## src/crsf_rx_pkg.sv

```systemverilog
// shared types, constants and the crc8 step of the crsf frame receiver
// no dependencies; every other file imports this package
package crsf_rx_pkg;

  localparam int CHANNELS     = 16;
  localparam int CHANNEL_BITS = 11;
  localparam int STATS_BYTES  = 10;
  localparam int STORE_BYTES  = 64;

  localparam int BYTE_W  = 6;
  localparam int ADDR_W  = $clog2(STORE_BYTES);
  localparam int ACC_W   = CHANNEL_BITS + 7;
  localparam int NB_W    = $clog2(CHANNEL_BITS + 8);
  localparam int CH_W    = $clog2(CHANNELS + 1);
  localparam int KIND_W  = 2;
  localparam int SLOT_W  = 4;
  localparam int VALUE_W = 11;
  localparam int REG_W   = 2;

  localparam logic [7:0] CRC_POLY = 8'hD5;

  localparam logic [7:0]        SYNC_RESET    = 8'd200;
  localparam logic [7:0]        CHAN_RESET    = 8'd22;
  localparam logic [7:0]        STATS_RESET   = 8'd20;
  localparam logic [BYTE_W-1:0] LONGEST_RESET = 6'd62;
  localparam logic [7:0]        MIN_LENGTH    = 8'd2;

  localparam logic [REG_W-1:0] REG_SYNC    = 2'd0;
  localparam logic [REG_W-1:0] REG_CHAN    = 2'd1;
  localparam logic [REG_W-1:0] REG_STATS   = 2'd2;
  localparam logic [REG_W-1:0] REG_LONGEST = 2'd3;

  localparam logic [KIND_W-1:0] KIND_ERR   = 2'd0;
  localparam logic [KIND_W-1:0] KIND_CHAN  = 2'd1;
  localparam logic [KIND_W-1:0] KIND_STATS = 2'd2;

  typedef enum logic [1:0] {PH_HUNT, PH_LEN, PH_BODY} phase_e;
  typedef enum logic [1:0] {CMD_ERR, CMD_CHAN, CMD_STATS} cmd_e;
  typedef enum logic [2:0] {B_IDLE, B_ERR, B_RD, B_DATA, B_EMIT} back_e;

  typedef struct packed {
    cmd_e              kind;
    logic              bank;
    logic [BYTE_W-1:0] count;
  } cmd_t;

  typedef struct packed {
    logic [KIND_W-1:0]  kind;
    logic [SLOT_W-1:0]  slot;
    logic [VALUE_W-1:0] value;
    logic               last;
  } res_t;

  typedef struct packed {
    logic              en;
    logic              bank;
    logic [ADDR_W-1:0] addr;
    logic [7:0]        data;
  } store_wr_t;

  typedef struct packed {
    logic valid;
    logic bank;
  } release_t;

  // msb-first crc8, initial value supplied by caller, no final xor
  function automatic logic [7:0] crc8_step(input logic [7:0] crc, input logic [7:0] b);
    logic [7:0] c;
    c = crc ^ b;
    for (int k = 0; k < 8; k++) begin
      if (c[7]) begin
        c = {c[6:0], 1'b0} ^ CRC_POLY;
      end else begin
        c = {c[6:0], 1'b0};
      end
    end
    return c;
  endfunction

endpackage

```

## src/crsf_rx_cmdq.sv

```systemverilog
// two-entry queue of frame commands between the front and the back
// depends on crsf_rx_pkg
module crsf_rx_cmdq (
  input  logic                clk_i,
  input  logic                rst_ni,
  input  logic                push_i,
  input  crsf_rx_pkg::cmd_t   data_i,
  output logic                full_o,
  input  logic                pop_i,
  output logic                empty_o,
  output crsf_rx_pkg::cmd_t   data_o
);
  import crsf_rx_pkg::*;

  cmd_t       mem_q [2];
  logic       wr_ptr_q, wr_ptr_d;
  logic       rd_ptr_q, rd_ptr_d;
  logic [1:0] count_q, count_d;
  logic       do_push, do_pop;

  assign full_o  = (count_q == 2'd2);
  assign empty_o = (count_q == 2'd0);
  assign data_o  = mem_q[rd_ptr_q];
  assign do_push = push_i && !full_o;
  assign do_pop  = pop_i && !empty_o;

  always_comb begin
    wr_ptr_d = do_push ? ~wr_ptr_q : wr_ptr_q;
    rd_ptr_d = do_pop ? ~rd_ptr_q : rd_ptr_q;
    count_d  = count_q + 2'(do_push) - 2'(do_pop);
  end

  always_ff @(posedge clk_i or negedge rst_ni) begin
    if (!rst_ni) begin
      wr_ptr_q <= 1'b0;
      rd_ptr_q <= 1'b0;
      count_q  <= 2'd0;
    end else begin
      wr_ptr_q <= wr_ptr_d;
      rd_ptr_q <= rd_ptr_d;
      count_q  <= count_d;
    end
  end

  always_ff @(posedge clk_i) begin
    if (do_push) begin
      mem_q[wr_ptr_q] <= data_i;
    end
  end

endmodule

```

## src/crsf_rx_resq.sv

```systemverilog
// two-entry result queue that drives the output side of the receiver
// depends on crsf_rx_pkg
module crsf_rx_resq (
  input  logic                clk_i,
  input  logic                rst_ni,
  input  logic                push_i,
  input  crsf_rx_pkg::res_t   data_i,
  output logic                full_o,
  input  logic                pop_i,
  output logic                empty_o,
  output crsf_rx_pkg::res_t   data_o
);
  import crsf_rx_pkg::*;

  res_t       mem_q [2];
  logic       wr_ptr_q, wr_ptr_d;
  logic       rd_ptr_q, rd_ptr_d;
  logic [1:0] count_q, count_d;
  logic       do_push, do_pop;

  assign full_o  = (count_q == 2'd2);
  assign empty_o = (count_q == 2'd0);
  assign data_o  = mem_q[rd_ptr_q];
  assign do_push = push_i && !full_o;
  assign do_pop  = pop_i && !empty_o;

  always_comb begin
    wr_ptr_d = do_push ? ~wr_ptr_q : wr_ptr_q;
    rd_ptr_d = do_pop ? ~rd_ptr_q : rd_ptr_q;
    count_d  = count_q + 2'(do_push) - 2'(do_pop);
  end

  always_ff @(posedge clk_i or negedge rst_ni) begin
    if (!rst_ni) begin
      wr_ptr_q <= 1'b0;
      rd_ptr_q <= 1'b0;
      count_q  <= 2'd0;
    end else begin
      wr_ptr_q <= wr_ptr_d;
      rd_ptr_q <= rd_ptr_d;
      count_q  <= count_d;
    end
  end

  always_ff @(posedge clk_i) begin
    if (do_push) begin
      mem_q[wr_ptr_q] <= data_i;
    end
  end

endmodule

```

## src/crsf_rx_front.sv

```systemverilog
// front end: config registers, sync hunt, length check, crc8 and frame store writes
// depends on crsf_rx_pkg; issues frame commands to crsf_rx_cmdq
module crsf_rx_front (
  input  logic                                  clk_i,
  input  logic                                  rst_ni,
  input  logic                                  cfg_valid_i,
  output logic                                  cfg_ready_o,
  input  logic [crsf_rx_pkg::REG_W-1:0]         cfg_index_i,
  input  logic [7:0]                            cfg_data_i,
  input  logic                                  push,
  output logic                                  full,
  input  logic [7:0]                            rx_byte_i,
  output crsf_rx_pkg::store_wr_t                store_wr_o,
  output logic                                  cmd_push_o,
  output crsf_rx_pkg::cmd_t                     cmd_o,
  input  logic                                  cmdq_full_i,
  input  crsf_rx_pkg::release_t                 release_i
);
  import crsf_rx_pkg::*;

  logic [7:0]        sync_q, chan_type_q, stats_type_q;
  logic [BYTE_W-1:0] longest_q;

  phase_e            phase_q, phase_d;
  logic [BYTE_W-1:0] len_q, cnt_q;
  logic [7:0]        crc_q, type_q;
  logic              wbank_q;
  logic [1:0]        busy_q, busy_d;

  logic       accept;
  logic       body_data;
  logic       len_ok;
  logic [7:0] crc_next;
  logic       crc_end;
  logic       crc_bad;

  assign cfg_ready_o = 1'b1;
  assign full        = cmdq_full_i || busy_q[wbank_q];
  assign accept      = push && !full;
  assign body_data   = ({1'b0, cnt_q} + 7'd1) < {1'b0, len_q};
  assign len_ok      = (rx_byte_i >= MIN_LENGTH) && (rx_byte_i <= {2'b00, longest_q});
  assign crc_next    = crc8_step(crc_q, rx_byte_i);
  assign crc_bad     = (rx_byte_i != crc_q);

  // next phase
  always_comb begin
    phase_d = phase_q;
    case (phase_q)
      PH_HUNT: begin
        if (accept && rx_byte_i == sync_q) begin
          phase_d = PH_LEN;
        end
      end
      PH_LEN: begin
        if (accept) begin
          phase_d = len_ok ? PH_BODY : PH_HUNT;
        end
      end
      PH_BODY: begin
        if (accept && !body_data) begin
          phase_d = PH_HUNT;
        end
      end
      default: phase_d = PH_HUNT;
    endcase
  end

  // store writes and frame commands
  always_comb begin
    crc_end         = accept && (phase_q == PH_BODY) && !body_data;
    store_wr_o.en   = accept && (phase_q == PH_BODY) && body_data &&
                      ({1'b0, cnt_q} < 7'(STORE_BYTES));
    store_wr_o.bank = wbank_q;
    store_wr_o.addr = cnt_q[ADDR_W-1:0];
    store_wr_o.data = rx_byte_i;
    cmd_o.bank      = wbank_q;
    cmd_o.count     = cnt_q;
    cmd_push_o      = 1'b0;
    cmd_o.kind      = CMD_ERR;
    if (crc_end) begin
      // a channels frame wins over statistics when both codes match
      if (crc_bad) begin
        cmd_push_o = 1'b1;
        cmd_o.kind = CMD_ERR;
      end else if (type_q == chan_type_q) begin
        cmd_push_o = 1'b1;
        cmd_o.kind = CMD_CHAN;
      end else if (type_q == stats_type_q) begin
        cmd_push_o = 1'b1;
        cmd_o.kind = CMD_STATS;
      end
    end
  end

  // bank hold flags
  always_comb begin
    busy_d = busy_q;
    if (release_i.valid) begin
      busy_d[release_i.bank] = 1'b0;
    end
    // the bank now holds a frame until the back end releases it
    if (cmd_push_o && cmd_o.kind != CMD_ERR) begin
      busy_d[wbank_q] = 1'b1;
    end
  end

  always_ff @(posedge clk_i or negedge rst_ni) begin
    if (!rst_ni) begin
      sync_q       <= SYNC_RESET;
      chan_type_q  <= CHAN_RESET;
      stats_type_q <= STATS_RESET;
      longest_q    <= LONGEST_RESET;
    end else if (cfg_valid_i && cfg_ready_o) begin
      case (cfg_index_i)
        REG_SYNC:    sync_q       <= cfg_data_i;
        REG_CHAN:    chan_type_q  <= cfg_data_i;
        REG_STATS:   stats_type_q <= cfg_data_i;
        REG_LONGEST: longest_q    <= cfg_data_i[BYTE_W-1:0];
        default: ;
      endcase
    end
  end

  always_ff @(posedge clk_i or negedge rst_ni) begin
    if (!rst_ni) begin
      phase_q <= PH_HUNT;
      len_q   <= '0;
      cnt_q   <= '0;
      crc_q   <= '0;
      type_q  <= '0;
      wbank_q <= 1'b0;
      busy_q  <= '0;
    end else begin
      phase_q <= phase_d;
      busy_q  <= busy_d;
      if (accept && phase_q == PH_LEN && len_ok) begin
        len_q <= rx_byte_i[BYTE_W-1:0];
        cnt_q <= '0;
        crc_q <= '0;
      end
      if (accept && phase_q == PH_BODY && body_data) begin
        crc_q <= crc_next;
        cnt_q <= cnt_q + 1'b1;
        if (cnt_q == '0) begin
          type_q <= rx_byte_i;
        end
      end
      if (cmd_push_o && cmd_o.kind != CMD_ERR) begin
        wbank_q <= ~wbank_q;
      end
    end
  end

`ifndef SYNTHESIS
  a_wr_free_bank : assert property (@(posedge clk_i) disable iff (!rst_ni)
    store_wr_o.en |-> !busy_q[wbank_q])
    else $error("store write into a held bank");
  a_cmd_room : assert property (@(posedge clk_i) disable iff (!rst_ni)
    cmd_push_o |-> !cmdq_full_i)
    else $error("frame command pushed into a full queue");
  a_release_held : assert property (@(posedge clk_i) disable iff (!rst_ni)
    release_i.valid |-> busy_q[release_i.bank])
    else $error("release of a bank that is not held");
  a_busy_after_push : assert property (@(posedge clk_i) disable iff (!rst_ni)
    (cmd_push_o && cmd_o.kind != CMD_ERR) |=> busy_q[$past(wbank_q)])
    else $error("bank not held after frame command");
`endif

endmodule

```

## src/crsf_rx_back.sv

```systemverilog
// back end: two-bank frame store, channel unpacking and statistics readout
// depends on crsf_rx_pkg; reads commands from crsf_rx_cmdq, feeds crsf_rx_resq
module crsf_rx_back (
  input  logic                      clk_i,
  input  logic                      rst_ni,
  input  crsf_rx_pkg::store_wr_t    store_wr_i,
  input  logic                      cmd_empty_i,
  input  crsf_rx_pkg::cmd_t         cmd_i,
  output logic                      cmd_pop_o,
  input  logic                      res_full_i,
  output logic                      res_push_o,
  output crsf_rx_pkg::res_t         res_o,
  output crsf_rx_pkg::release_t     release_o
);
  import crsf_rx_pkg::*;

  logic [7:0] store_q [2*STORE_BYTES];
  logic [7:0] rdata_q;

  back_e             state_q, state_d;
  cmd_t              cur_q, cur_d;
  logic [BYTE_W-1:0] j_q, j_d;
  logic [CH_W-1:0]   ch_q, ch_d;
  logic [ACC_W-1:0]  acc_q, acc_d;
  logic [NB_W-1:0]   nb_q, nb_d;

  logic              rd_en;
  logic [ADDR_W:0]   rd_addr;
  logic [BYTE_W:0]   idx;
  logic              in_range;
  logic [7:0]        pbyte;
  logic [CHANNEL_BITS-1:0] chan_val;

  // payload byte j sits at store index j+1; bytes not received this frame read as zero
  assign idx      = {1'b0, j_q} + 7'd1;
  assign in_range = (idx < {1'b0, cur_q.count}) && (idx < 7'(STORE_BYTES));
  assign pbyte    = in_range ? rdata_q : 8'd0;
  assign rd_addr  = {cur_q.bank, idx[ADDR_W-1:0]};
  assign chan_val = acc_q[CHANNEL_BITS-1:0];

  always_ff @(posedge clk_i) begin
    if (store_wr_i.en) begin
      store_q[{store_wr_i.bank, store_wr_i.addr}] <= store_wr_i.data;
    end
    if (rd_en) begin
      rdata_q <= store_q[rd_addr];
    end
  end

  // next state
  always_comb begin
    state_d = state_q;
    case (state_q)
      B_IDLE: begin
        if (!cmd_empty_i) begin
          state_d = (cmd_i.kind == CMD_ERR) ? B_ERR : B_RD;
        end
      end
      B_ERR: begin
        if (!res_full_i) begin
          state_d = B_IDLE;
        end
      end
      B_RD: state_d = B_DATA;
      B_DATA: begin
        if (cur_q.kind == CMD_CHAN) begin
          state_d = B_EMIT;
        end else if (!res_full_i) begin
          state_d = (j_q == BYTE_W'(STATS_BYTES - 1)) ? B_IDLE : B_RD;
        end
      end
      B_EMIT: begin
        if (nb_q < NB_W'(CHANNEL_BITS)) begin
          state_d = B_RD;
        end else if (!res_full_i && ch_q == CH_W'(CHANNELS - 1)) begin
          state_d = B_IDLE;
        end
      end
      default: state_d = B_IDLE;
    endcase
  end

  // outputs and datapath
  always_comb begin
    cmd_pop_o       = 1'b0;
    res_push_o      = 1'b0;
    res_o.kind      = KIND_ERR;
    res_o.slot      = '0;
    res_o.value     = '0;
    res_o.last      = 1'b1;
    release_o.valid = 1'b0;
    release_o.bank  = cur_q.bank;
    rd_en           = 1'b0;
    cur_d           = cur_q;
    j_d             = j_q;
    ch_d            = ch_q;
    acc_d           = acc_q;
    nb_d            = nb_q;
    case (state_q)
      B_IDLE: begin
        if (!cmd_empty_i) begin
          cmd_pop_o = 1'b1;
          cur_d     = cmd_i;
          j_d       = '0;
          ch_d      = '0;
          acc_d     = '0;
          nb_d      = '0;
        end
      end
      B_ERR: begin
        res_push_o = !res_full_i;
      end
      B_RD: begin
        rd_en = 1'b1;
      end
      B_DATA: begin
        if (cur_q.kind == CMD_CHAN) begin
          // append the byte above the bits still held, lsb first
          acc_d = acc_q | (ACC_W'(pbyte) << nb_q);
          nb_d  = nb_q + NB_W'(8);
          j_d   = j_q + 1'b1;
        end else begin
          res_o.kind  = KIND_STATS;
          res_o.slot  = j_q[SLOT_W-1:0];
          res_o.value = VALUE_W'(pbyte);
          res_o.last  = (j_q == BYTE_W'(STATS_BYTES - 1));
          if (!res_full_i) begin
            res_push_o = 1'b1;
            j_d        = j_q + 1'b1;
            if (res_o.last) begin
              release_o.valid = 1'b1;
            end
          end
        end
      end
      B_EMIT: begin
        res_o.kind  = KIND_CHAN;
        res_o.slot  = SLOT_W'(ch_q);
        res_o.value = VALUE_W'(chan_val);
        res_o.last  = (ch_q == CH_W'(CHANNELS - 1));
        if (nb_q >= NB_W'(CHANNEL_BITS) && !res_full_i) begin
          res_push_o = 1'b1;
          acc_d      = acc_q >> CHANNEL_BITS;
          nb_d       = nb_q - NB_W'(CHANNEL_BITS);
          ch_d       = ch_q + 1'b1;
          if (res_o.last) begin
            release_o.valid = 1'b1;
          end
        end
      end
      default: ;
    endcase
  end

  always_ff @(posedge clk_i or negedge rst_ni) begin
    if (!rst_ni) begin
      state_q <= B_IDLE;
      ch_q    <= '0;
      nb_q    <= '0;
      j_q     <= '0;
    end else begin
      state_q <= state_d;
      ch_q    <= ch_d;
      nb_q    <= nb_d;
      j_q     <= j_d;
    end
  end

  always_ff @(posedge clk_i) begin
    cur_q <= cur_d;
    acc_q <= acc_d;
  end

`ifndef SYNTHESIS
  a_res_room : assert property (@(posedge clk_i) disable iff (!rst_ni)
    res_push_o |-> !res_full_i)
    else $error("result pushed into a full queue");
  a_release_kind : assert property (@(posedge clk_i) disable iff (!rst_ni)
    release_o.valid |-> (cur_q.kind == CMD_CHAN || cur_q.kind == CMD_STATS))
    else $error("bank released by an error frame");
  a_chan_bound : assert property (@(posedge clk_i) disable iff (!rst_ni)
    (state_q == B_EMIT) |-> (ch_q < CH_W'(CHANNELS)))
    else $error("channel counter past the last channel");
  a_read_then_data : assert property (@(posedge clk_i) disable iff (!rst_ni)
    (state_q == B_RD) |=> (state_q == B_DATA))
    else $error("store read not followed by its data step");
`endif

endmodule

```

## src/crsf_frame_receiver.sv

```systemverilog
// top level of the crsf frame receiver: front end, command queue, back end, result queue
// depends on crsf_rx_pkg, crsf_rx_front, crsf_rx_cmdq, crsf_rx_back, crsf_rx_resq
//
//   channel  | handshake                | payload
//   ---------+--------------------------+-----------------------------------
//   config   | cfg_valid_i / cfg_ready_o| cfg_index_i, cfg_data_i
//   input    | push / full              | rx_byte_i
//   results  | empty / pop              | kind_o, slot_o, value_o, last_o
//
// the front end takes input bytes while full is low; full rises only while the
// command queue is full or the store bank for the next frame still awaits readout
// the back end reads each stored byte in a read step then a data step, and emits one result per statistics byte
// or channel value; a checksum error gives one error result; it finishes a frame before it takes the next command
// reset clears the state, pointer and counter registers at once; the frame store needs no clearing pass
// config is always ready; the user must make writes only while the block is idle, the block does not enforce it
module crsf_frame_receiver (
  input  logic                           clk_i,
  input  logic                           rst_ni,
  input  logic                           cfg_valid_i,
  output logic                           cfg_ready_o,
  input  logic [crsf_rx_pkg::REG_W-1:0]  cfg_index_i,
  input  logic [7:0]                     cfg_data_i,
  input  logic                           push,
  output logic                           full,
  input  logic [7:0]                     rx_byte_i,
  output logic                           empty,
  input  logic                           pop,
  output logic [crsf_rx_pkg::KIND_W-1:0]  kind_o,
  output logic [crsf_rx_pkg::SLOT_W-1:0]  slot_o,
  output logic [crsf_rx_pkg::VALUE_W-1:0] value_o,
  output logic                           last_o
);
  import crsf_rx_pkg::*;

  store_wr_t store_wr;
  logic      cmd_push, cmdq_full, cmd_empty, cmd_pop;
  cmd_t      cmd_in, cmd_out;
  release_t  bank_release;
  logic      res_push, res_full;
  res_t      res_in, res_out;

  crsf_rx_front u_front (
    .clk_i       (clk_i),
    .rst_ni      (rst_ni),
    .cfg_valid_i (cfg_valid_i),
    .cfg_ready_o (cfg_ready_o),
    .cfg_index_i (cfg_index_i),
    .cfg_data_i  (cfg_data_i),
    .push        (push),
    .full        (full),
    .rx_byte_i   (rx_byte_i),
    .store_wr_o  (store_wr),
    .cmd_push_o  (cmd_push),
    .cmd_o       (cmd_in),
    .cmdq_full_i (cmdq_full),
    .release_i   (bank_release)
  );

  crsf_rx_cmdq u_cmdq (
    .clk_i   (clk_i),
    .rst_ni  (rst_ni),
    .push_i  (cmd_push),
    .data_i  (cmd_in),
    .full_o  (cmdq_full),
    .pop_i   (cmd_pop),
    .empty_o (cmd_empty),
    .data_o  (cmd_out)
  );

  crsf_rx_back u_back (
    .clk_i       (clk_i),
    .rst_ni      (rst_ni),
    .store_wr_i  (store_wr),
    .cmd_empty_i (cmd_empty),
    .cmd_i       (cmd_out),
    .cmd_pop_o   (cmd_pop),
    .res_full_i  (res_full),
    .res_push_o  (res_push),
    .res_o       (res_in),
    .release_o   (bank_release)
  );

  crsf_rx_resq u_resq (
    .clk_i   (clk_i),
    .rst_ni  (rst_ni),
    .push_i  (res_push),
    .data_i  (res_in),
    .full_o  (res_full),
    .pop_i   (pop),
    .empty_o (empty),
    .data_o  (res_out)
  );

  assign kind_o  = res_out.kind;
  assign slot_o  = res_out.slot;
  assign value_o = res_out.value;
  assign last_o  = res_out.last;

endmodule
```

## config.mk

```make
export PLATFORM = sky130hd
export DESIGN_NAME = crsf_frame_receiver
export DESIGN_NICKNAME = d
export VERILOG_FILES = /design/src/crsf_rx_pkg.sv /design/src/crsf_rx_cmdq.sv /design/src/crsf_rx_resq.sv /design/src/crsf_rx_front.sv /design/src/crsf_rx_back.sv /design/src/crsf_frame_receiver.sv
export SDC_FILE = /design/constraint.sdc
export NUM_CORES = 1
export LEC_CHECK = 0
export ABC_CLOCK_PERIOD_IN_PS = 4300
export BUFFER_PORTS_ARGS = -buffer_cell sky130_fd_sc_hd__buf_2
export CAP_MARGIN = 20
export CORE_AREA = 2 2 310 312
export CTS_BUF_LIST = sky130_fd_sc_hd__clkbuf_16
export DETAILED_ROUTE_END_ITERATION = 8
export DIE_AREA = 0 0 312 314
export PLACE_DENSITY = 0.67
export SLEW_MARGIN = 20
export SYNTH_ARGS = -nofsm -noshare
export SYNTH_HDL_FRONTEND = slang
export SYNTH_SLANG_ARGS = --single-unit
```

## constraint.sdc

```tcl
create_clock -name clk_i -period 4.3 [get_ports clk_i]
set_input_delay 0 -clock clk_i [delete_from_list [all_inputs] [get_ports clk_i]]
set_output_delay 0 -clock clk_i [all_outputs]
set_load 0.01 [all_outputs]
```

### Word level (Yosys, flattened, before mapping)

Memories as Yosys holds them, arrays and structs flattened. A register that Yosys moved wholly into a read port is not among the register bits.
Index checks and enable logic that the tools add are counted.

| cells by class | value |
|---|---|
| magnitude comparators | 11 |
| reduce and logical (&&, ||, !) cells | 49 |
| equality and inequality tests | 27 |
| mux-type cells | 78 |
| shift-type cells | 1 |
| bitwise operators | 19 |
| add/sub/neg operators | 11 |

Operators by type and width:

| kind | count |
|---|---|
| $mux 8 | 11 |
| $mux 18 | 4 |
| $pmux 18 s3 | 1 |
| $not 5->5 | 8 |
| $pmux 18 s2 | 1 |
| $mux 6 | 5 |
| $mux 1 | 25 |
| $eq 8x8->1 | 3 |
| $mux 2 | 12 |
| $mux 5 | 4 |
| $logic_and 1x1->1 | 19 |
| $mux 3 | 6 |
| $or 18x18->18 | 1 |
| $shl 8x5->18 | 1 |
| $pmux 3 s5 | 1 |
| $pmux 5 s3 | 1 |
| $add 6x1->7 const B | 2 |
| $lt 7x6->1 | 2 |
| $add 6x1->6 const B | 2 |
| $pmux 6 s2 | 1 |
| $reduce_and 2->1 | 6 |
| $eq 2x2->1 const B | 5 |
| $logic_not 2->1 | 5 |
| $ne 2x1->1 const B | 5 |
| 40 further kinds | 65 |

| word-level totals | value |
|---|---|
| flip-flop bits (word level) | 117 |
| bits of input ports | 23 |
| output and inout bits | 21 |
| memories | 3 |
| bits in writable memories | 1078 |
| logic and storage cells | 224 |

Memory list:

| memory | words | width | rd ports | clocked after memory_dff | wr ports | line | RTL |
|---|---|---|---|---|---|---|---|
| u_back.store_q | 128 | 8 | 1 | 1 | 1 | crsf_rx_back.sv:17 | `logic [7:0] store_q [2*STORE_BYTES];` |
| u_resq.mem_q | 2 | 18 | 1 | 0 | 1 | crsf_rx_resq.sv:15 | `res_t mem_q [2];` |
| u_cmdq.mem_q | 2 | 9 | 1 | 0 | 1 | crsf_rx_cmdq.sv:15 | `cmd_t mem_q [2];` |

### Longest topological paths before layout

Gate-level depths: netlist of run 1.

| depth | value |
|---|---|
| depth after elaboration | 18 |
| gate-level depth with buffers | 15 |
| depth with buffers taken out | 11 |

### By module

From an unflattened synthesis of run 1, not the netlist that was laid out.

| unflattened totals | value |
|---|---|
| cell total of the unflattened synthesis | 2766 |
| area, all modules | 49587.6 µm² |

By module, submodules not included:

| module | instances | cells each | area an instance (µm²) | seq. area each (µm²) |
|---|---|---|---|---|
| crsf_rx_back | 1 | 2324 | 43550.5 | 32276.0 |
| crsf_rx_front | 1 | 322 | 3638.5 | 1592.8 |
| crsf_rx_resq | 1 | 74 | 1549.0 | 1181.1 |
| crsf_rx_cmdq | 1 | 46 | 849.6 | 640.6 |

### Worst setup path after synthesis of run 1

OpenSTA, ideal clock, no wires.

| path | value |
|---|---|
| path kind | reg-to-reg |
| start point | reg u_front.cnt_q[2] |
| end point | mem u_back.store_q[121][0], enable pin |
| slack | 0.889 ns |
| stages on the path, launching flop included | 13 |
| required time | 3.929 ns |
| setup time | 0.371 ns |
| clock period less this slack | 3.411 ns |
| arrival | 3.040 ns |
| path buffers | 3 |
| cell sequence | dfrtp_1 -> buf_1 -> nand3_1 -> and2_1 -> or2_2 -> ha_1 -> o211ai_1 -> a21o_1 -> nand3_1 -> or4_1 -> buf_2 -> buf_6 -> nor2_1 |

| on the way | value |
|---|---|
| longest elaborated chain between the ends | 5 |

RTL lines:

| element | line | RTL |
|---|---|---|
| start: declaration | crsf_rx_front.sv:25 | `logic [BYTE_W-1:0] len_q, cnt_q;` |
| start signal: assignment | crsf_rx_front.sv:143 | `cnt_q <= cnt_q + 1'b1;` |
| $add 6x1->7 | crsf_rx_front.sv:40 | `assign body_data = ({1'b0, cnt_q} + 7'd1) < {1'b0, len_q};` |
| $lt 7x6->1 | crsf_rx_front.sv:40 |  |
| $logic_and 1x1->1 | crsf_rx_front.sv:71 | `store_wr_o.en = accept && (phase_q == PH_BODY) && body_data &&` |
| $mux 1 | crsf_rx_back.sv:42 | `if (store_wr_i.en) begin` |
| $mux 1 (not written as such) | crsf_rx_back.sv:43 | `store_q[{store_wr_i.bank, store_wr_i.addr}] <= store_wr_i.data;` |
| end: declaration | crsf_rx_back.sv:17 |  |

Parallel ways exist; a longest one is shown, timed or not.

### Final worst setup path of run 1

| path | value |
|---|---|
| start point | reg u_front.cnt_q[2] |
| end point | mem u_back.store_q[72][5], enable pin |

Same word-level chain as after synthesis.

==> flow_summary_export.csv, run 1 <==
group,metric,value,unit
drt,wirelength,114,mm
synthesis,syn_area_per_cell,19.0,um2
clock_network,clk_pin_slew,0.06,ns
placed_design,gp_congestion,0.865,
clock_network,cts_buffer_depth,3,
placed_design,pre_cts_ws,0.203,ns
synthesis,syn-num-nets,2627,
grt,grt_max_degree,99,
final_layout,drive_above_1_share,0.258,
setup_path,worst-endpoint-required,4.60,ns
setup_path,worstSetupPathType,"flop to flop",
setup_path,endpoint_kind,"flop",
placed_design,dp.cells,3876,
setup_path,start_kind,"flop",
grt,grt_pass1_wl,170,mm
clock_network,numClockSinks,1203,
drt,vias_per_cell,6.12,
final_layout,utilization,0.585,
grt,grt.overflow.total,0,
floorplan,initial_core_util,0.518,
synthesis,synth.ff_latch_count,1203,
job,maxCapViolations,0,
setup_path,cp_max_fo,16,
clock_network,cts_setup_buffers,0,
final_layout,antenna_cells,0,
clock_network,cts_tree,"built",
floorplan,die_h,314,um
placed_design,dpl_cell_area,51100,um2
timing,clock_skew,0.0289,ns
drt,vias,25198,
grt,grt_pass1_vias,25711,
synthesis,syn_inst,2575,
final_layout,multi_input_area,12400,um2
timing,hold_violations,0,
floorplan,die-area,98000,um2
clock_network,cts_buffers,115,
synthesis,yosys_warnings,0,
synthesis,synth_mux_area_frac,0.156,
timing,slew_violations,0,
drt,drtPass1Iterations,6,
floorplan,rows,113,
timing,relSlewSlack,0.237,
synthesis,ys_seq_area_frac,0.729,
clock_network,clk_latency,0.69,ns
drt,wl_per_cell,27.6,um
synthesis,synthFlopType,"edfxtp_1",
clock_network,clockRootBuffer,"clkbuf_16",
final_layout,regArea,35700,um2
timing,rsz0062_at_grt,"yes",
power_and_ir_drop,p_per_area,429,nW/um2
clock_network,htreeDepth,3,
timing,period_needed,4.17,ns
synthesis,synth_top_family_by_area,"multiplexers",
final_layout,fin_area,55200,um2
timing,period_share,0.970,
drt,drt_iter0_markers,2782,
grt,grt_antenna_before_repair,1,
final_layout,n_fill_cell,6904,
setup_path,max_stage_delay,0.74,ns
synthesis,synth_compound_area_frac,0.0314,
grt,grtUsageTotal,0.235,
drt,route.detailed.drc,0,
final_layout,area_growth,12.8,%
worst_hold_path,min_path_type,"input port to flop",
synthesis,async_flop_share,0.0748,
setup_path,r2r_setup_slack,0.13,ns
timing,setup_viol,0,
synthesis,synth_edf_count,1113,
timing,fmax,240,MHz
synthesis,ys_types,79,
placed_design,io_buffers,42,
drt,ant_nets,0,
run_status,status,"completed",
setup_path,cp_cell_sequence,"nand3_1, and2_1, or2_2, ha_1, o211ai_1, a21o_1, and3_1, nand3b_4, nor2_1",
synthesis,synth_fa_ha_area_frac,0.00741,
setup_path,critPathSlowestCell,"nor2_1",
setup_path,cp.arrival,4.47,ns
power_and_ir_drop,power.leakage,18.0,nW
final_layout,final_cells,4116,
timing,worst_pin_slew,1.14,ns
timing,setup_tns,0,ns
power_and_ir_drop,ir_drop,297,uV
floorplan,ioPinCount,44,
timing,setup_ws,0.131,ns
final_layout,nNetsFinal,2805,
synthesis,yosys.area_share.simple,0.0442,
power_and_ir_drop,p_total,23.7,mW
floorplan,die_w,312,um
floorplan,coreArea,94400,um2
timing,whs,0.0696,ns
synthesis,synthXorXnorAreaFrac,0.0123,
placed_design,place.detailed.hpwl,70.0,mm
synthesis,syn_area,49000,um2
==> cells by family after synthesis <==
family,count (synthesis)
buffers and inverters,184
AO/OA/AOI/OAI,209
AND/OR/NAND/NOR,471
flip-flops,1203
multiplexers,415
other,1
XOR/XNOR,63
adder cells (fa/ha/maj),29
==> power by group <==
part | switching, mW | internal (mW)
clock | 4.29 | 5.95
sequential | 0.0785 | 12.9
combinational | 0.340 | 0.204
==> Yosys cell counts (10+ instances only) <==
cell type	number	area share
ha_1	29	0.0074
o22ai_1	20	0.0026
nor2_1	178	0.014
dfrtp_1	77	0.039
buf_6	17	0.0039
nand3_1	46	0.0047
buf_4	21	0.0032
a21oi_1	17	0.0017
edfxtp_1	1113	0.68
buf_2	44	0.0045
a221o_1	15	0.0031
a22o_1	13	0.0023
dfstp_2	13	0.0070
xnor2_1	41	0.0073
mux2i_1	69	0.014
o21ai_0	48	0.0049
mux4_2	272	0.13
nand4_1	10	0.0013
nor2b_1	13	0.0017
nor3_1	11	0.0011
inv_1	42	0.0032
mux2_2	71	0.016
a32o_1	17	0.0035
clkbuf_1	51	0.0039
nand2_1	147	0.011
xor2_1	17	0.0030
==> worst paths after layout <==
check / from / endpoint / depth (start not counted)
worst max-delay path: u_front.cnt_q[2] / u_back.store_q[72][5] / 9
worst min-delay path: rx_byte_i[0] / u_back.store_q[25][0] / 2
worst max register to register: u_front.cnt_q[2] / u_back.store_q[72][5] / 9
worst min register to register: u_front.phase_q[1] / u_front.phase_q[0] / 1
max in group asynchronous: rst_ni / u_front.phase_q[0] / 4
min in group asynchronous: rst_ni / u_front.cnt_q[0] / 3
==> layout make-up <==
| class | instances | area share |
|---|---|---|
| Sequential cell | 1203 | 0.646 |
| Multi-Input combinational cell | 1188 | 0.224 |
| Timing Repair Buffer | 200 | 0.0285 |
| Inverter | 45 | 0.00310 |
| Clock inverter | 100 | 0.0176 |
| Clock buffer | 115 | 0.0521 |
| Tap cell | 1265 | 0.0287 |
==> per-layer routing <==
metal  up-vias  GRT usage  wire length, um
met4         0     0.0679             2860
met2      1049      0.377            55100
met1     13254      0.336            47700
met3       153     0.0389             8030
li1      10742          -                -
met5         -          0                0
==> critical path: cells and delay by family (launching register included) <==
kind            cells  cell delay, ns
simple gates        6            2.45
flops               1            0.62
compound gates      2            0.41
fa+ha+maj           1            0.28
==> repair_timing <==
action | 4_1_cts | 5_1_grt
endpoints found under the setup margin | 0 | 99
resized for setup | 0 | 1
endpoints found under the hold margin | 302 | 0
hold buffers | 25 | 0
==> registers in the layout, indices dropped and copies added (netlist names), 18 cells and up <==
signal / count
u_cmdq.mem_q: 18
u_resq.mem_q: 36
u_back.acc_q: 18
u_back.store_q: 1024
==> cells in the final DEF, fill, tap and decap left out, types with 10 or more instances in the layout <==
| cell type | netlist | final |
|---|---|---|
| nand4_1 | 10 | 10 |
| mux2i_1 | 69 | 69 |
| clkinv_2 | 0 | 24 |
| a221o_1 | 15 | 15 |
| nor2_1 | 178 | 177 |
| mux2_2 | 71 | 71 |
| nand2_1 | 147 | 147 |
| inv_1 | 42 | 63 |
| xnor2_1 | 41 | 39 |
| ha_1 | 29 | 28 |
| mux4_2 | 272 | 272 |
| dfstp_2 | 13 | 13 |
| xor2_1 | 17 | 17 |
| o22ai_1 | 20 | 20 |
| nor2b_1 | 13 | 13 |
| a32o_1 | 17 | 17 |
| nand3_1 | 46 | 46 |
| clkbuf_16 | 0 | 115 |
| dlygate4sd3_1 | 0 | 24 |
| buf_2 | 44 | 34 |
| dfrtp_1 | 77 | 76 |
| a22o_1 | 13 | 13 |
| nor3_1 | 11 | 11 |
| a21oi_1 | 17 | 17 |
| bufinv_16 | 0 | 18 |
| clkinv_1 | 1 | 23 |
| o21ai_0 | 48 | 48 |
| edfxtp_1 | 1113 | 1113 |
| buf_4 | 21 | 134 |
No activity file was read; power rests on OpenSTA's default activity.
==> inputs of run 2 (changes only) <==
--- a/config.mk
+++ b/config.mk
@@ -5,13 +5,14 @@
 export SDC_FILE = /design/constraint.sdc
 export NUM_CORES = 1
 export LEC_CHECK = 0
-export ABC_CLOCK_PERIOD_IN_PS = 4300
+export ABC_CLOCK_PERIOD_IN_PS = 4200
 export BUFFER_PORTS_ARGS = -buffer_cell sky130_fd_sc_hd__buf_2
 export CAP_MARGIN = 20
 export CORE_AREA = 2 2 310 312
 export CTS_BUF_LIST = sky130_fd_sc_hd__clkbuf_16
 export DETAILED_ROUTE_END_ITERATION = 8
 export DIE_AREA = 0 0 312 314
+export GPL_ROUTABILITY_DRIVEN = 1
 export PLACE_DENSITY = 0.67
 export SLEW_MARGIN = 20
 export SYNTH_ARGS = -nofsm -noshare
==> constraint.sdc (replaced) <==
create_clock -name clk_i -period 4.2 [get_ports clk_i]
set_input_delay 0 -clock clk_i [delete_from_list [all_inputs] [get_ports clk_i]]
set_output_delay 0 -clock clk_i [all_outputs]
set_load 0.01 [all_outputs]
==> run 2 against run 1 <==
Effect of this change: power grew 3.0%; first-iteration DRC count grew 15%; sequential power is essentially flat; global-route usage grew 0.33 points; sequential cell count is the same; via count grew 2.2%; non-clock buffer count grew 41; critical path type unchanged; highest routed layer unchanged.
==> flow_summary_export.csv, run 2 (synthesized netlist as in run 1, its figures left out) <==
group,metric,value,unit
power_and_ir_drop,ir_drop,406,uV
timing,setup_tns,0,ns
grt,grtUsageTotal,0.238,
floorplan,ioPinCount,44,
timing,period_share,0.919,
placed_design,dp.cells,3919,
drt,ant_nets,0,
final_layout,antenna_cells,0,
final_layout,drive_above_1_share,0.271,
power_and_ir_drop,power.leakage,18.3,nW
grt,use_met2,0.381,
drt,vias,25758,
timing,rsz0062_at_grt,"no",
final_layout,mostFrequentLayoutCell,"edfxtp_1",
floorplan,die-area,98000,um2
floorplan,die_h,314,um
final_layout,final_cells,4165,
final_layout,area_growth,13.7,%
setup_path,cp.arrival,4.20,ns
timing,setup_ws,0.339,ns
final_layout,nNetsFinal,2848,
setup_path,cp_max_fo,10,
placed_design,pre_cts_ws,0.390,ns
timing,hold_violations,0,
grt,grt_pass1_vias,25977,
clock_network,cts_buffers,117,
final_layout,fin_area,55700,um2
grt,gr-max-usage-layer,"met2",
drt,drtPass1Iterations,8,
drt,wirelength,116,mm
floorplan,initial_core_util,0.518,
final_layout,largest_reg_flops,1024,
drt,vias_per_cell,6.18,
run_status,status,"completed",
setup_path,start_kind,"flop",
clock_network,clk_pin_slew,0.06,ns
timing,fmax,259,MHz
timing,worst_pin_slew,1.10,ns
grt,grt_max_degree,100,
power_and_ir_drop,p_total,24.4,mW
setup_path,endpoint_kind,"flop",
timing,slew_violations,0,
clock_network,clk_latency,0.71,ns
clock_network,cts_setup_buffers,0,
timing,whs,0.00213,ns
final_layout,final_cell_mix,"edfxtp_1 (1113), mux4_2 (272), nor2_1 (178), buf_4 (173), nand2_1 (147)",
drt,drt_iter0_markers,3189,
placed_design,dpl_cell_area,51500,um2
placed_design,io_buffers,42,
grt,grt_pass1_wl,173,mm
clock_network,cts_tree,"built",
timing,relSlewSlack,0.266,
final_layout,utilization,0.590,
drt,route.detailed.drc,0,
setup_path,worstSetupPathType,"flop to flop",
worst_hold_path,min_path_type,"input port to flop",
grt,grt.overflow.total,0,
timing,clock_skew,0.0268,ns
setup_path,worst-endpoint-required,4.54,ns
final_layout,reg_top3,"u_back.store_q (1024), u_resq.mem_q (36)",
clock_network,clockRootBuffer,"clkbuf_16",
floorplan,die_w,312,um
grt,grt_use_met1,0.345,
final_layout,largest_register,"u_back.store_q",
floorplan,coreArea,94400,um2
placed_design,place.detailed.hpwl,72.0,mm
drt,wl_per_cell,27.7,um
timing,period_needed,3.86,ns
timing,setup_viol,0,
clock_network,htreeDepth,3,
grt,grt_antenna_before_repair,2,
floorplan,rows,113,
clock_network,cts_buffer_depth,3,
placed_design,gp_congestion,0.906,
grt,use_met3,0.0360,
job,maxCapViolations,0,
clock_network,numClockSinks,1203,
power_and_ir_drop,p_per_area,439,nW/um2
final_layout,n_fill_cell,6899,
[run 2: repair_timing]
item	CTS	global route
hold buffers	23	0
hold endpoints to repair	297	0
gates resized for setup	0	0
[run 2: final timing paths]
path | startpoint | cells after the start | end | slack (ns)
min | rx_byte_i[0] | 2 | u_back.store_q[16][0] | 0.002
max reg2reg | u_front.cnt_q[0] | 9 | u_back.store_q[105][3] | 0.34
min reg2reg | u_back.ch_q[4] | 2 | u_back.ch_q[4] | 0.48
min in group asynchronous | rst_ni | 2 | u_front.longest_q[0] | 0.01
max | u_front.cnt_q[0] | 9 | u_back.store_q[105][3] | 0.34
max in group asynchronous | rst_ni | 3 | u_back.j_q[0] | 3.34
[run 2: power by group]
group          internal [mW]  switching [mW]  leakage [nW]
logic                  0.208           0.349          5.26
registers               13.2          0.0829          11.0
clock network           6.11            4.51          2.01
[run 2: metal layers]
| metal | wire [um] | up-vias |
|---|---|---|
| met5 | 0 | - |
| met2 | 56000 | 1188 |
| met4 | 2830 | 0 |
| met1 | 48300 | 13557 |
| met3 | 8380 | 177 |
| li1 | - | 10836 |
[run 2: critical path: stages, from the launching register on]
cell      delay [ns]
dfrtp_1         0.55
inv_1           0.17
ha_1            0.35
ha_1            0.28
a21boi_0        0.12
o21ai_0         0.30
a21o_1          0.20
nand3_1         0.14
or4_1           0.77
nor2_1          0.62
[run 2: area by class of cell]
class	count	area (um2)	share of cell area
inverters	45	171	0.00308
multi-input cells	1188	12400	0.222
well taps	1265	1580	0.0284
flip-flops and latches	1203	35700	0.641
clock buffers	118	2950	0.0530
clock inverters	105	987	0.0177
repair buffers	241	1930	0.0346
